**src/sv/ads_pkg.sv**
```systemverilog
// Shared types and constants for the advertising-data service filter.
package ads_pkg;

  // Configuration register indexes
  localparam int unsigned CfgIdxW = 2;
  localparam logic [CfgIdxW-1:0] CFG_UUID_LOW    = 2'd0;
  localparam logic [CfgIdxW-1:0] CFG_UUID_HIGH   = 2'd1;
  localparam logic [CfgIdxW-1:0] CFG_MFR_PATTERN = 2'd2;
  localparam logic [CfgIdxW-1:0] CFG_MFR_LEN     = 2'd3;
  localparam int unsigned CfgDataW = 64;

  // Register reset values and limits
  localparam logic [47:0] MFR_PATTERN_RESET = 48'h00EE_FFC0_000D;
  localparam logic [2:0]  MFR_LEN_RESET     = 3'd6;
  localparam logic [2:0]  MFR_MAX           = 3'd6;

  // Structure type codes
  localparam logic [7:0] TYPE_UUID128_MORE = 8'h06;
  localparam logic [7:0] TYPE_UUID128_ALL  = 8'h07;
  localparam logic [7:0] TYPE_MFR          = 8'hFF;

  // Parser phase
  typedef enum logic [1:0] {
    PH_LEN,
    PH_TYPE,
    PH_DATA
  } phase_t;

  // Class of the structure being parsed
  typedef enum logic [1:0] {
    KIND_OTHER,
    KIND_UUID,
    KIND_MFR
  } kind_t;

  // Configuration handed to the parser
  typedef struct packed {
    logic [127:0] uuid;
    logic [47:0]  mfr_pattern;
    logic [2:0]   mfr_len;
  } cfg_t;

  // Match flags after the current byte
  typedef struct packed {
    logic uuid_hit;
    logic mfr_hit;
  } flags_t;

endpackage

```
**src/sv/ads_cfg.sv**
```systemverilog
// Configuration register file of the advertising-data service filter.
module ads_cfg (
  input  logic                                clk,
  input  logic                                rst_n,
  input  logic                                cfg_we,
  input  logic [ads_pkg::CfgIdxW-1:0]         cfg_index,
  input  logic [ads_pkg::CfgDataW-1:0]        cfg_wdata,
  output ads_pkg::cfg_t                       cfg
);

  logic [63:0] uuid_low_r;
  logic [63:0] uuid_high_r;
  logic [47:0] mfr_pattern_r;
  logic [2:0]  mfr_len_r;

  // Write the addressed register
  always_ff @(posedge clk) begin
    if (!rst_n) begin
      uuid_low_r    <= '0;
      uuid_high_r   <= '0;
      mfr_pattern_r <= ads_pkg::MFR_PATTERN_RESET;
      mfr_len_r     <= ads_pkg::MFR_LEN_RESET;
    end else if (cfg_we) begin
      case (cfg_index)
        ads_pkg::CFG_UUID_LOW:    uuid_low_r    <= cfg_wdata;
        ads_pkg::CFG_UUID_HIGH:   uuid_high_r   <= cfg_wdata;
        ads_pkg::CFG_MFR_PATTERN: mfr_pattern_r <= cfg_wdata[47:0];
        ads_pkg::CFG_MFR_LEN:     mfr_len_r     <= cfg_wdata[2:0];
        default: begin
        end
      endcase
    end
  end

  assign cfg.uuid        = {uuid_high_r, uuid_low_r};
  assign cfg.mfr_pattern = mfr_pattern_r;
  assign cfg.mfr_len     = mfr_len_r;

endmodule

```
**src/sv/ads_parser.sv**
```systemverilog
// Length-type-data parser with UUID and manufacturer prefix compare.
module ads_parser (
  input  logic              clk,
  input  logic              rst_n,
  input  logic              en,
  input  logic [7:0]        ad_byte,
  input  logic              last_byte,
  input  ads_pkg::cfg_t     cfg,
  output ads_pkg::flags_t   flags
);

  ads_pkg::phase_t phase_r, phase_nxt;
  ads_pkg::kind_t  kind_r, kind_nxt;
  logic [7:0] remaining_r, remaining_nxt;
  logic [3:0] elem_r, elem_nxt;
  logic [2:0] didx_r, didx_nxt;
  logic       req_r, req_nxt;
  logic       uuid_hit_r, uuid_hit_nxt;
  logic       mfr_hit_r, mfr_hit_nxt;

  logic [7:0] rem_dec;
  logic [2:0] pfx_len;
  logic [7:0] uuid_b;
  logic [7:0] mfr_b;
  logic       uuid_eq;
  logic       mfr_eq;

  assign rem_dec = remaining_r - 8'd1;
  assign pfx_len = (cfg.mfr_len > ads_pkg::MFR_MAX) ? ads_pkg::MFR_MAX : cfg.mfr_len;
  assign uuid_b  = cfg.uuid[{elem_r, 3'b000} +: 8];
  assign mfr_b   = (didx_r < ads_pkg::MFR_MAX) ? cfg.mfr_pattern[{didx_r, 3'b000} +: 8]
                                               : 8'h00;
  assign uuid_eq = req_r && (ad_byte == uuid_b);
  assign mfr_eq  = req_r && (ad_byte == mfr_b);

  // Next phase
  always_comb begin
    phase_nxt = phase_r;
    case (phase_r)
      ads_pkg::PH_LEN: begin
        if (ad_byte != 8'd0) phase_nxt = ads_pkg::PH_TYPE;
      end
      ads_pkg::PH_TYPE: begin
        phase_nxt = (rem_dec == 8'd0) ? ads_pkg::PH_LEN : ads_pkg::PH_DATA;
      end
      ads_pkg::PH_DATA: begin
        if (rem_dec == 8'd0) phase_nxt = ads_pkg::PH_LEN;
      end
      default: phase_nxt = ads_pkg::PH_LEN;
    endcase
  end

  // Counters, compare state and hit flags
  always_comb begin
    remaining_nxt = remaining_r;
    kind_nxt      = kind_r;
    elem_nxt      = elem_r;
    didx_nxt      = didx_r;
    req_nxt       = req_r;
    uuid_hit_nxt  = uuid_hit_r;
    mfr_hit_nxt   = mfr_hit_r;
    case (phase_r)
      ads_pkg::PH_LEN: begin
        if (ad_byte != 8'd0) remaining_nxt = ad_byte;
      end
      ads_pkg::PH_TYPE: begin
        remaining_nxt = rem_dec;
        elem_nxt      = 4'd0;
        didx_nxt      = 3'd0;
        req_nxt       = 1'b1;
        if (ad_byte == ads_pkg::TYPE_UUID128_MORE || ad_byte == ads_pkg::TYPE_UUID128_ALL) begin
          kind_nxt = ads_pkg::KIND_UUID;
        end else if (ad_byte == ads_pkg::TYPE_MFR) begin
          kind_nxt = ads_pkg::KIND_MFR;
          if (rem_dec == 8'd0 || pfx_len == 3'd0) mfr_hit_nxt = 1'b1;
        end else begin
          kind_nxt = ads_pkg::KIND_OTHER;
        end
      end
      ads_pkg::PH_DATA: begin
        remaining_nxt = rem_dec;
        case (kind_r)
          ads_pkg::KIND_UUID: begin
            // Close a UUID after sixteen bytes
            if (elem_r == 4'd15) begin
              if (uuid_eq) uuid_hit_nxt = 1'b1;
              req_nxt  = 1'b1;
              elem_nxt = 4'd0;
            end else begin
              req_nxt  = uuid_eq;
              elem_nxt = elem_r + 4'd1;
            end
          end
          ads_pkg::KIND_MFR: begin
            if (didx_r < pfx_len) begin
              req_nxt = mfr_eq;
              if (mfr_eq && ((didx_r + 3'd1) == pfx_len || rem_dec == 8'd0)) begin
                mfr_hit_nxt = 1'b1;
              end
            end
            // Saturate: only indexes below the prefix length matter
            if (didx_r != 3'd7) didx_nxt = didx_r + 3'd1;
          end
          default: begin
          end
        endcase
      end
      default: begin
      end
    endcase
  end

  // Advance on each byte; clear after the final one
  always_ff @(posedge clk) begin
    if (!rst_n || (en && last_byte)) begin
      phase_r     <= ads_pkg::PH_LEN;
      kind_r      <= ads_pkg::KIND_OTHER;
      remaining_r <= '0;
      elem_r      <= '0;
      didx_r      <= '0;
      req_r       <= 1'b1;
      uuid_hit_r  <= 1'b0;
      mfr_hit_r   <= 1'b0;
    end else if (en) begin
      phase_r     <= phase_nxt;
      kind_r      <= kind_nxt;
      remaining_r <= remaining_nxt;
      elem_r      <= elem_nxt;
      didx_r      <= didx_nxt;
      req_r       <= req_nxt;
      uuid_hit_r  <= uuid_hit_nxt;
      mfr_hit_r   <= mfr_hit_nxt;
    end
  end

  assign flags.uuid_hit = uuid_hit_nxt;
  assign flags.mfr_hit  = mfr_hit_nxt;

  // A structure with no data bytes left never sits in the data phase
  a_data_has_bytes: assert property (@(posedge clk) disable iff (!rst_n)
    phase_r == ads_pkg::PH_DATA |-> remaining_r != 8'd0)
    else $error("data phase with zero bytes remaining");

  // The UUID hit flag, once set, holds until the final byte clears it
  a_uuid_sticky: assert property (@(posedge clk) disable iff (!rst_n)
    uuid_hit_r && !(en && last_byte) |=> uuid_hit_r)
    else $error("uuid hit dropped inside a payload");

  // The parser state is clear after a final byte
  a_clear_after_last: assert property (@(posedge clk) disable iff (!rst_n)
    en && last_byte |=> phase_r == ads_pkg::PH_LEN && !uuid_hit_r && !mfr_hit_r)
    else $error("parser not cleared after final byte");

endmodule

```
**src/sv/adv_data_service_filter.sv**
```systemverilog
// Top level of the advertising-data service filter.
//
// Usage: payload bytes enter on in_ad_byte with in_last_byte marking the final
// byte of one advertising payload, over a valid/ready channel. One result is
// given per payload on the out_ channel (out_found, out_uuid_seen,
// out_mfr_seen); bytes that are not final give no result.
// Configuration is written through cfg_we/cfg_index/cfg_wdata: index 0 and 1
// hold the 128-bit UUID, 2 the manufacturer prefix, 3 the prefix length.
// Throughput: one byte per cycle while no final byte is stalled; the parse and compare
// of a byte sit between the input register and the result register.
// Pipeline: two register stages; out_valid rises at the edge that moves the final
// byte out of the input register.
// Reset (synchronous, rst_n low) empties both stages, clears the parser and
// restores the register defaults.
// Stall: while a result waits on out_ready, non-final bytes keep flowing; a
// final byte waits in the input register, and in_ready falls only then.
module adv_data_service_filter (
  input  logic                          clk,
  input  logic                          rst_n,
  input  logic                          in_valid,
  output logic                          in_ready,
  input  logic [7:0]                    in_ad_byte,
  input  logic                          in_last_byte,
  output logic                          out_valid,
  input  logic                          out_ready,
  output logic                          out_found,
  output logic                          out_uuid_seen,
  output logic                          out_mfr_seen,
  input  logic                          cfg_we,
  input  logic [ads_pkg::CfgIdxW-1:0]   cfg_index,
  input  logic [ads_pkg::CfgDataW-1:0]  cfg_wdata
);

  ads_pkg::cfg_t   cfg;
  ads_pkg::flags_t flags;

  logic       in_vld_r;
  logic [7:0] in_byte_r;
  logic       in_last_r;
  logic       out_valid_r;
  logic       out_uuid_r;
  logic       out_mfr_r;
  logic       adv;

  ads_cfg u_cfg (
    .clk       (clk),
    .rst_n     (rst_n),
    .cfg_we    (cfg_we),
    .cfg_index (cfg_index),
    .cfg_wdata (cfg_wdata),
    .cfg       (cfg)
  );

  ads_parser u_parser (
    .clk       (clk),
    .rst_n     (rst_n),
    .en        (adv),
    .ad_byte   (in_byte_r),
    .last_byte (in_last_r),
    .cfg       (cfg),
    .flags     (flags)
  );

  // Advance the held byte unless it is final and the result slot is full and not being taken
  assign adv      = in_vld_r && (!in_last_r || !out_valid_r || out_ready);
  assign in_ready = !in_vld_r || adv;

  // Input register
  always_ff @(posedge clk) begin
    if (!rst_n) begin
      in_vld_r <= 1'b0;
    end else if (in_ready) begin
      in_vld_r <= in_valid;
    end
  end

  always_ff @(posedge clk) begin
    if (in_valid && in_ready) begin
      in_byte_r <= in_ad_byte;
      in_last_r <= in_last_byte;
    end
  end

  // Result register
  always_ff @(posedge clk) begin
    if (!rst_n) begin
      out_valid_r <= 1'b0;
    end else if (adv && in_last_r) begin
      out_valid_r <= 1'b1;
    end else if (out_ready) begin
      out_valid_r <= 1'b0;
    end
  end

  always_ff @(posedge clk) begin
    if (adv && in_last_r) begin
      out_uuid_r <= flags.uuid_hit;
      out_mfr_r  <= flags.mfr_hit;
    end
  end

  assign out_valid     = out_valid_r;
  assign out_uuid_seen = out_uuid_r;
  assign out_mfr_seen  = out_mfr_r;
  assign out_found     = out_uuid_r && out_mfr_r;

  // Input stalls only behind a final byte that finds the result slot taken
  a_stall_cause: assert property (@(posedge clk) disable iff (!rst_n)
    !in_ready |-> in_vld_r && in_last_r && out_valid_r && !out_ready)
    else $error("input stalled without a blocked final byte");

  // A final byte that advances produces a result on the next cycle
  a_last_gives_result: assert property (@(posedge clk) disable iff (!rst_n)
    adv && in_last_r |=> out_valid_r)
    else $error("final byte gave no result");

  // A pending result is never overwritten before it is taken
  a_no_overwrite: assert property (@(posedge clk) disable iff (!rst_n)
    out_valid_r && !out_ready |-> !(adv && in_last_r))
    else $error("result overwritten while stalled");

endmodule

```
**config.mk**
```make
export PLATFORM = sky130hd
export DESIGN_NAME = adv_data_service_filter
export DESIGN_NICKNAME = d
export VERILOG_FILES = /design/src/sv/ads_pkg.sv /design/src/sv/ads_cfg.sv /design/src/sv/ads_parser.sv /design/src/sv/adv_data_service_filter.sv
export SDC_FILE = /design/constraint.sdc
export NUM_CORES = 1
export LEC_CHECK = 0
export BUFFER_PORTS_ARGS = -buffer_cell sky130_fd_sc_hd__buf_2
export CORE_MARGIN = 2
export CORE_UTILIZATION = 38
export DETAILED_ROUTE_END_ITERATION = 6
export REMOVE_ABC_BUFFERS = 1
export SLEW_MARGIN = 20
export SYNTH_ARGS = -nofsm -noshare
export SYNTH_HDL_FRONTEND = slang
export SYNTH_SLANG_ARGS = --single-unit
```
**constraint.sdc**
```tcl
create_clock -name clk -period 5.4 [get_ports clk]
set_input_delay 0.54 -clock clk [delete_from_list [all_inputs] [get_ports clk]]
set_output_delay 0.54 -clock clk [all_outputs]
set_load 0.1 [all_outputs]
```
-- Word level (Yosys, flattened, before mapping)
Cells that the tools add are included.
- add/sub/neg operators: 3
- magnitude comparators: 3
- eq/ne operators: 22
- shift-type cells: 2
- mux-type cells: 33
- reduce and logical (&&, ||, !) cells: 37
- operators by type and width (cell ; number):
    $shiftx 128x8->8 ; 1
    $shiftx 48x7->8 ; 1
    $eq 8x3->1 const B ; 2
    $eq 8x8->1 ; 2
    $mux 8 ; 2
    $pmux 8 s2 ; 1
    $mux 1 ; 14
    $mux 2 ; 5
    $reduce_and 2->1 ; 5
    $mux 3 ; 3
    $reduce_and 3->1 ; 3
    $eq 2x2->1 const B ; 4
    $eq 8x8->1 const B ; 1
    $logic_not 8->1 ; 1
    $mux 4 ; 2
    $ne 2x1->1 const B ; 4
    $pmux 4 s2 ; 1
    $reduce_and 4->1 ; 2
    $reduce_bool 8->1 ; 1
    $sub 8x1->8 const B ; 1
    $logic_and 1x1->1 ; 7
    $logic_or 1x1->1 ; 7
    $eq 2x1->1 const B ; 3
    $ne 3x2->1 const B ; 2
    other kinds (17) ; 25
- flip-flop bits (word level): 214
- input port bits: 80
- output and inout bits: 5
- logic and storage cells: 118

-- Longest topological paths before layout
Gate-level depths: netlist of the first run.
- depth in word-level cells: 9
- mapped depth: 11
- mapped depth without buffers: 9

-- Cells and area by module
A second synthesis of the first run with hierarchy kept.
- cell total of the unflattened synthesis: 1049
- area total of the unflattened synthesis: 10696.5 um^2
- modules (own cells, without submodules) (module ; times used ; cells an instance ; area each (um^2) ; sequential area each (um^2)):
    ads_cfg ; 1 ; 678 ; 6932.9 ; 3583.4
    ads_parser ; 1 ; 347 ; 3309.4 ; 440.4
    adv_data_service_filter ; 1 ; 24 ; 454.2 ; 370.4

-- Worst setup path before layout of the first run
No wires, ideal clock.
- path type: reg-to-reg
- from: reg out_valid_r (netlist: out_valid)
- to: reg in_byte_r[0], enable pin
- setup time: 288 ps
- arrival: 2762 ps
- data required time: 5112 ps
- setup slack: 2350 ps
- cell stages (with the launch flop): 3
- path buffers: 0
- period minus slack after synthesis: 3050 ps
- cell sequence: dfxtp_1 nand4b_1 and2_1
- cells in the longest elaborated chain, start to end: 6
- ends and longest elaborated chain (what ; line ; RTL):
    start: declaration ; adv_data_service_filter.sv:40 ; logic out_valid_r;
    start signal: assignment ; adv_data_service_filter.sv:87 ; out_valid_r <= 1'b0;
    start signal: assignment ; adv_data_service_filter.sv:89 ; out_valid_r <= 1'b1;
    start signal: assignment ; adv_data_service_filter.sv:91 ; out_valid_r <= 1'b0;
    $logic_not 1->1 ; adv_data_service_filter.sv:65 ; assign adv = in_vld_r && (!in_last_r || !out_valid_r || out_ready);
    $logic_or 1x1->1 (2 in series) ; adv_data_service_filter.sv:65 ;
    $logic_and 1x1->1 ; adv_data_service_filter.sv:65 ;
    $logic_or 1x1->1 ; adv_data_service_filter.sv:66 ; assign in_ready = !in_vld_r || adv;
    via in_ready ; adv_data_service_filter.sv:21 ; output logic in_ready,
    $logic_and 1x1->1 ; adv_data_service_filter.sv:78 ; if (in_valid && in_ready) begin
    end signal: assignment ; adv_data_service_filter.sv:79 ; in_byte_r <= in_ad_byte;
    end: declaration ; adv_data_service_filter.sv:38 ; logic [7:0] in_byte_r;
The timed path passes the listed nets, and every way through them passes these cells.
A chain may end at the register's enable or synchronous reset.

-- Final worst setup path of the first run
- from: reg u_parser.didx_r[0]
- to: reg out_mfr_r (netlist: out_mfr_seen) (data pin)
- cells in the longest elaborated chain, start to end: 9
- elaborated cells on any way between the ends: 14
- classes of those cells: add/sub: 1; order compare: 2; eq/ne: 2; shift: 1; mux: 5; reduce/logical: 3
- ends and longest elaborated chain (what ; line ; RTL):
    start: declaration ; ads_parser.sv:16 ; logic [2:0] didx_r, didx_nxt;
    start signal: assignment ; ads_parser.sv:129 ; didx_r <= didx_nxt;
    $shiftx 48x7->8 or $lt 3x3->1 (tied branches) ; ads_parser.sv:31 ; assign mfr_b = (didx_r < ads_pkg::MFR_MAX) ? cfg.mfr_pattern[{didx_r, 3'b000} +: 8]
    $mux 8 ; ads_parser.sv:31 ;
    $eq 8x8->1 ; ads_parser.sv:34 ; assign mfr_eq = req_r && (ad_byte == mfr_b);
    $logic_and 1x1->1 ; ads_parser.sv:34 ;
    $logic_and 1x1->1 ; ads_parser.sv:97 ; if (mfr_eq && ((didx_r + 3'd1) == pfx_len || rem_dec == 8'd0)) begin
    $mux 1 ; ads_parser.sv:97 ;
    $mux 1 * ; ads_parser.sv:95 ; if (didx_r < pfx_len) begin
    $mux 1 * ; ads_parser.sv:82 ; case (kind_r)
    $pmux 1 s2 * ; ads_parser.sv:62 ; case (phase_r)
    via u_parser.mfr_hit_nxt ; ads_parser.sv:19 ; logic mfr_hit_r, mfr_hit_nxt;
    end signal: assignment ; adv_data_service_filter.sv:98 ; out_mfr_r <= flags.mfr_hit;
    end: declaration ; adv_data_service_filter.sv:42 ; logic out_mfr_r;
The timed path passes the listed nets; every way through them passes the cells marked *.

==> results.cfg, run 1 <==
[outcome]
status = complete, no violations

[final_layout]
final-seq-area_um2 = 4400
drive_gt1_frac = 0.152
final_cell_mix = nand2_1, dfxtp_1, a21boi_0
final_common_cell = nand2_1
syn_to_final_growth_pct = 14.0
fin_nets = 1268
postLayoutCoreUtil = 0.441
design_area_um2 = 11500
diodes = 0
stdcell_count = 1529
multiInputGateArea_um2 = 5280
nFillCells = 2627

[synthesis]
synth_cells = 1140
syn_area_per_cell_um2 = 8.82
yosys_warnings = 0
synth.distinct_cells = 53
synth_seq_area_share = 0.437
synth_area_um2 = 10100
synth_top_flop_cell = dfxtp_1
synth_seq_cells = 214
synth-edff-count = 11
async_flop_share = 0

[clock_network]
cts_tree = yes
clock_sinks = 214
hold_buffers = 0
root_buffer = clkbuf_16
clk-insertion-delay-late_ps = 520
post_cts_resized = 0
cts_setup_buffers = 0
cts_buffers = 25
clkSlewWorstSetupHoldPaths_ps = 60
ctsLongestPathBuffers = 3
htreeDepth = 1

[global_route]
grt_overflow = 0
antenna_found_initial = 0
grt_usage = 0.181
grt_max_degree = 97
grt_pass1_wl_mm = 41.5
grt_pass1_vias = 7686

[die]
fp.dieH_um = 167
initial_core_util = 0.387
coreArea_um2 = 26000
dieArea_um2 = 27800
core.rowCount = 59
ios = 85
die_w_um = 167

[route]
wire_per_inst_um = 16.6
wl_met1_mm = 12.0
postRouteAntennaNets = 0
drc = 0
vias = 7968
wirelength_mm = 25.4
dr_wl_met2_mm = 11.7
drt_iter0_drc = 631
firstDrtPassIters = 5
viasPerCell = 5.21
top_layer_used = met4
met3_length_mm = 1.20

[sta]
setup_viol = 0
finalCritPeriodShare = 0.627
rsz0062_at_grt = no
fin_setup_tns_ps = 0
maxSlewViolCount = 0
finalHoldViolations = 0
max_clock_freq_mhz = 296
slew_headroom = 0.327
min_period_ps = 3380
tightest_slew_ps = 1010
finClkSkew_ps = 10.1

[worst_setup_path]
start_kind = flop
critPathLaunch = u_parser.didx_r[0]$_SDFFE_PP0P_
r2r_end = out_mfr_seen$_DFFE_PP_
endpoint_kind = flop
crit_arrival_ps = 3740
crit_path_max_fanout = 10
critPathKind = reg2reg
reg2reg_slack_ps = 2020
r2r_cells = 8
critPathRequiredTime_ps = 5760
r2r-start = u_parser.didx_r[0]$_SDFFE_PP0P_
crit_end = out_mfr_seen$_DFFE_PP_

[placement]
place.gp.congestion = 0.862
hpwl_mm = 16.5
dp_cells = 1485
io_buffers = 84
place_area_um2 = 10700

[worst_hold_path]
min_delay_path_depth = 1
worstHoldPathType = in2reg

[power_and_ir_drop]
p_per_area_nw_per_um2 = 315
irDropWorstVdd_mv = 0.258
p_leak_nw = 4.09
finalPower_mw = 3.62

[run]
cap_violations = 0
report_power, final:
group	internal (mW)	switching [mW]
sequential	1.65	0.0393
clock	0.991	0.658
combinational	0.113	0.166
flip-flops by register name, indices dropped and copies added, names as in the netlist, 2 cells and up:
signal,cells
in_byte_r,8
u_parser.phase_r,2
u_parser.kind_r,2
u_cfg.mfr_len_r,3
u_parser.remaining_r,8
u_parser.didx_r,3
u_cfg.uuid_low_r,64
u_cfg.mfr_pattern_r,48
u_cfg.uuid_high_r,64
u_parser.elem_r,4
worst min-delay path by stage:
stage	start	to	slack (ps)
floorplan	u_cfg.mfr_pattern_r[23]$_SDFFE_PN1P_	u_cfg.mfr_pattern_r[23]$_SDFFE_PN1P_	430
global placement	u_parser.uuid_hit_r$_SDFFE_PP0P_	u_parser.uuid_hit_r$_SDFFE_PP0P_	440
detailed placement	u_cfg.mfr_pattern_r[37]$_SDFFE_PN1P_	u_cfg.mfr_pattern_r[37]$_SDFFE_PN1P_	450
CTS	in_ad_byte[2]	in_byte_r[2]$_DFFE_PP_	190
global route	in_ad_byte[7]	in_byte_r[7]$_DFFE_PP_	190
finish	in_ad_byte[2]	in_byte_r[2]$_DFFE_PP_	200
final cells by class:
type / count / area share
well taps: 335 / 0.0366
repair buffers: 94 / 0.0434
inverters: 16 / 0.00524
clock buffers: 35 / 0.0640
flip-flops and latches: 214 / 0.384
clock inverters: 9 / 0.00655
multi-input cells: 826 / 0.461
Yosys cell counts (3+ instances only):
cell type  number  area [µm²]
mux2_2          3        33.8
and2_1          5        31.3
mux4_2         34         766
nand3b_1        8        60.1
o2111ai_1       3        26.3
xor2_1         12         105
clkbuf_1       69         259
a31oi_1         3        18.8
nor4_1          3        18.8
o211ai_1        4        30.0
nand3_1        26         130
inv_1          16        60.1
nor3_1          9        45.0
mux2i_1        34         340
nor3b_1         3        22.5
nand4b_1        3        26.3
nand4_1         6        37.5
nand2_1       378        1420
a211oi_1        4        30.0
a22oi_1         5        37.5
buf_1           7        26.3
edfxtp_1       11         330
nand2b_1        3        18.8
ha_1           11         138
o21ai_0        12        60.1
nor2b_1         8        50.1
dfxtp_1       203        4060
mux4_1          4         105
nor2_1         30         113
a21oi_1        16        80.1
or3_1           3        18.8
buf_2           7        35.0
o21a_1          4        30.0
o31ai_1         3        22.5
a21boi_0      160        1200
xnor2_1        11        96.3
layer usage:
metal  vias to the layer above  GRT usage
met5                         -          0
met4                         0     0.0465
met3                        30     0.0269
met2                       169      0.295
met1                      3818      0.254
li1                       3951          -
stage by stage:
stage	worst slack, ps	hold slack [ps]
after floorplan	1070	430
after global placement	2110	445
after detailed placement	2050	452
after CTS	2040	186
after global routing	1880	190
final	2020	202
critical path: stages (launching register included):
cell	delay [ps]
dfxtp_1	620
buf_4	310
mux4_2	500
and2_1	170
or3_1	330
a2111o_1	420
nor4_2	420
o2111ai_1	230
a31oi_1	210
logic make-up after synthesis:
group | Yosys count | synth area share
AO/OA/AOI/OAI | 221 | 0.159
XOR/XNOR | 23 | 0.0200
adder cells (fa/ha/maj) | 11 | 0.0137
buffers and inverters | 100 | 0.0390
flip-flops | 214 | 0.437
multiplexers | 75 | 0.124
AND/OR/NAND/NOR | 496 | 0.207
(Power assumes the default switching activity.)
==> run 2: changes to the inputs <==
clock period = 3.15 ns   (was 5.4 ns; I/O delays follow)
==> results.cfg, run 2 (synthesized netlist as in run 1, its figures left out) <==
[outcome]
status = complete, no violations

[final_layout]
syn_to_final_growth_pct = 15.7
drive_gt1_frac = 0.154
reg_top3 = u_cfg.uuid_high_r x64, u_cfg.uuid_low_r x64, u_cfg.mfr_pattern_r x48
stdcell_count = 1542
final-seq-area_um2 = 4400
fin_nets = 1283
multiInputGateArea_um2 = 5280
diodes = 0
final_cell_mix = nand2_1, dfxtp_1, a21boi_0
nFillCells = 2588
final_common_cell = nand2_1
postLayoutCoreUtil = 0.448

[clock_network]
post_cts_resized = 0
cts_buffers = 25
clock_sinks = 214
root_buffer = clkbuf_16
clk-insertion-delay-late_ps = 510
htreeDepth = 1
cts_setup_buffers = 0
ctsLongestPathBuffers = 3
clkSlewWorstSetupHoldPaths_ps = 60
cts_tree = yes

[route]
viasPerCell = 5.18
vias = 7993
firstDrtPassIters = 5
drt_iter0_drc = 547
drc = 0
wirelength_mm = 25.1
wire_per_inst_um = 16.3
postRouteAntennaNets = 0

[die]
initial_core_util = 0.387
coreArea_um2 = 26000
die_w_um = 167
core.rowCount = 59
dieArea_um2 = 27800
fp.dieH_um = 167
ios = 85

[sta]
maxSlewViolCount = 0
finClkSkew_ps = 12.6
slew_headroom = 0.388
tightest_slew_ps = 918
setup_viol = 0
rsz0062_at_grt = no
finalHoldViolations = 0
fin_setup_tns_ps = 0
max_clock_freq_mhz = 340
finalCritPeriodShare = 0.934
min_period_ps = 2940

[global_route]
grt_pass1_vias = 7676
grt_usage = 0.180
grt_pass1_wl_mm = 41.2
antenna_found_initial = 0
grt_overflow = 0
grt_max_degree = 182

[worst_setup_path]
critPathKind = reg2reg
critPathRequiredTime_ps = 3500
crit_path_max_fanout = 7
start_kind = flop
crit_arrival_ps = 3290
endpoint_kind = flop

[placement]
hpwl_mm = 16.9
place.gp.congestion = 0.894
dp_cells = 1494
io_buffers = 84

[worst_hold_path]
worstHoldPathType = in2reg

[power_and_ir_drop]
p_leak_nw = 4.18
irDropWorstVdd_mv = 0.323
p_per_area_nw_per_um2 = 532
finalPower_mw = 6.19

[run]
cap_violations = 0
run 2: per-layer routing:
layer,track usage,part of all wire,wire (µm),vias up
li1,-,-,-,3997
met1,0.259,0.49,12200,3809
met2,0.287,0.45,11300,155
met3,0.0264,0.047,1180,32
met4,0.0431,0.019,471,0
met5,0,0,0,-
run 2: power by group:
| group | internal (mW) | total [mW] | switching [mW] |
|---|---|---|---|
| Clock | 1.70 | 2.81 | 1.11 |
| Combinational | 0.202 | 0.487 | 0.285 |
| Sequential | 2.83 | 2.89 | 0.0648 |
| Total | 4.73 | 6.19 | 1.46 |
run 2: cell type report:
| type | instances | share of cell area |
|---|---|---|
| Clock buffer | 37 | 0.0638 |
| Clock inverter | 5 | 0.00463 |
| Inverter | 16 | 0.00516 |
| Multi-Input combinational cell | 826 | 0.454 |
| Sequential cell | 214 | 0.378 |
| Tap cell | 335 | 0.0360 |
| Timing Repair Buffer | 109 | 0.0581 |
run 2: path summary, 6_finish.rpt:
path	from	end	slack, ps	depth (start not counted)
max reg2reg	u_parser.didx_r[0]$_SDFFE_PP0P_	out_mfr_seen$_DFFE_PP_	210	7
min reg2reg	u_parser.uuid_hit_r$_SDFFE_PP0P_	u_parser.uuid_hit_r$_SDFFE_PP0P_	460	2
max	u_parser.didx_r[0]$_SDFFE_PP0P_	out_mfr_seen$_DFFE_PP_	210	7
min	in_ad_byte[5]	in_byte_r[5]$_DFFE_PP_	20	1
run 2: per-stage QoR:
stage	setup WS [ps]	instance area, µm²	hold slack, ps
2_1_floorplan	-952	9720	377
3_3_place_gp	266	10800	445
3_5_place_dp	200	10800	451
4_1_cts	176	11600	2.96
5_1_grt	61.5	11600	5.92
6_report	209	11600	21.0
run 2: what timing repair did:
| action | in CTS | in global routing |
|---|---|---|
| setup endpoints to repair | 0 | 0 |
| endpoints found under the hold margin | 5 | 1 |
| hold buffers | 5 | 1 |
run 2: worst max-delay path, stage by stage, from the launching register on:
cell and delay [ps]:
dfxtp_1 520, mux4_2 540, and2_1 170, or3_1 350, a2111o_1 420, nor4_2 350
o2111ai_1 220, a31oi_1 220
==> run 3: changes to the inputs <==
CTS_BUF_LIST = sky130_fd_sc_hd__clkbuf_8   (was default)
PLACE_DENSITY_LB_ADDON = 0.2   (was default)
==> results.cfg, run 3 (synthesized netlist as in run 1, its figures left out) <==
[die]
ios = 85
die_w_um = 167
fp.dieH_um = 167
dieArea_um2 = 27800
core.rowCount = 59
initial_core_util = 0.387
coreArea_um2 = 26000

[sta]
slew_headroom = 0.408
finalCritPeriodShare = 0.892
fin_setup_tns_ps = 0
tightest_slew_ps = 888
max_clock_freq_mhz = 356
maxSlewViolCount = 0
hold_ws_ps = 39.3
fin_ws_ps = 339
min_period_ps = 2810
finClkSkew_ps = 9.74
rsz0062_at_grt = no
setup_viol = 0
finalHoldViolations = 0

[power_and_ir_drop]
finalPower_mw = 5.97
clkPwrFrac = 0.431
irDropWorstVdd_mv = 0.306
internal_power_mw = 4.44
switching_power_mw = 1.53
combinationalPowerShare = 0.084
p_sw_frac = 0.256
p_per_area_nw_per_um2 = 510
seqPwrFrac = 0.485
p_leak_nw = 4.29

[final_layout]
drive_gt1_frac = 0.169
stdcell_count = 1583
fin_nets = 1308
nFillCells = 2640
reg_top3 = u_cfg.uuid_high_r x64, u_cfg.uuid_low_r x64, u_cfg.mfr_pattern_r x48
design_area_um2 = 11700
postLayoutCoreUtil = 0.450
syn_to_final_growth_pct = 16.3
final_cell_mix = nand2_1, dfxtp_1, a21boi_0
final_common_cell = nand2_1

[worst_setup_path]
start_kind = flop
endpoint_kind = flop
critPathKind = reg2reg
critPathRequiredTime_ps = 3540
crit_path_max_fanout = 5
crit_arrival_ps = 3200

[clock_network]
clock_sinks = 214
clkSlewWorstSetupHoldPaths_ps = 60
htreeDepth = 2
cts_buffers = 40
cts_setup_buffers = 0
clk-insertion-delay-late_ps = 540
root_buffer = clkbuf_8
ctsLongestPathBuffers = 3
cts_tree = yes

[placement]
io_buffers = 84
dp_cells = 1500
place.gp.congestion = 0.848
hpwl_mm = 17.4
pre_cts_slack_ps = 351
place_area_um2 = 10800

[worst_hold_path]
worstHoldPathType = in2reg

[route]
wire_per_inst_um = 16.6
drt_iter0_drc = 587
vias = 8100
drc = 0
postRouteAntennaNets = 0
viasPerCell = 5.12
wirelength_mm = 26.3
firstDrtPassIters = 5

[global_route]
grt_pass1_wl_mm = 42.6
grt_pass1_vias = 7912
grt_overflow = 0
grt_max_degree = 125
antenna_found_initial = 0
grt_usage = 0.187

[outcome]
status = complete, no violations

[run]
cap_violations = 0
-- run 3: cell types whose count changed in the layout (fill, tap and decap cells not counted), sizes merged --
cell,previous run,this run
bufinv,1,0
clkinvlp,0,2
inv,16,34
dlygate4sd3,6,9
clkinv,4,3
buf,103,110
clkbuf,37,49
diode,0,1
-- run 3: repair_timing --
action / CTS / global route
gates resized for setup: 0 / 0
hold buffers: 9 / 0
hold endpoints to repair: 9 / 0
-- run 3: final cells by class --
type	count	area, µm²	share of cell area
inverter	16	60.1	0.00514
clock buffer	49	674	0.0577
clock inverter	23	97.6	0.00835
tap	335	419	0.0359
timing repair buffer	119	753	0.0644
sequential	214	4400	0.376
antenna	1	2.50	0.000214
multi-input combinational	826	5290	0.452
-- run 3: power by group through the flow --
stage,sequential (mW),clock (mW),combinational (mW)
3_3_place_gp,2.95,0,0.485
6_report,2.89,2.57,0.501
2_1_floorplan,2.94,0,0.283
3_5_place_dp,2.95,0,0.491
5_1_grt,2.90,2.76,0.561
4_1_cts,2.89,2.65,0.502
-- run 3: routing by layer --
metal	track usage	vias to the layer above	wire, µm
li1	-	4043	-
met1	0.259	3858	12700
met2	0.301	161	12000
met3	0.0304	38	1070
met4	0.0596	0	486
met5	0	-	0
-- run 3: worst max-delay path: stages, from the launching register on --
cell and delay, ps:
dfxtp_1 380, buf_4 180, mux4_1 550, a22oi_1 270, xnor2_1 110, a2111o_1 400
nor4_2 350, o2111ai_1 220, a31oi_1 200
-- run 3: path summary, 6_finish.rpt --
path / start / end / slack, ps / depth (start not counted)
hold / removal: cfg_wdata[52] / u_cfg.uuid_low_r[52]$_SDFFE_PN0P_ / 40 / 3
setup reg to reg: u_parser.didx_r[0]$_SDFFE_PP0P_ / out_mfr_seen$_DFFE_PP_ / 340 / 8
setup / recovery: u_parser.didx_r[0]$_SDFFE_PP0P_ / out_mfr_seen$_DFFE_PP_ / 340 / 8
hold reg to reg: u_cfg.uuid_high_r[12]$_SDFFE_PN0P_ / u_cfg.uuid_high_r[12]$_SDFFE_PN0P_ / 460 / 2
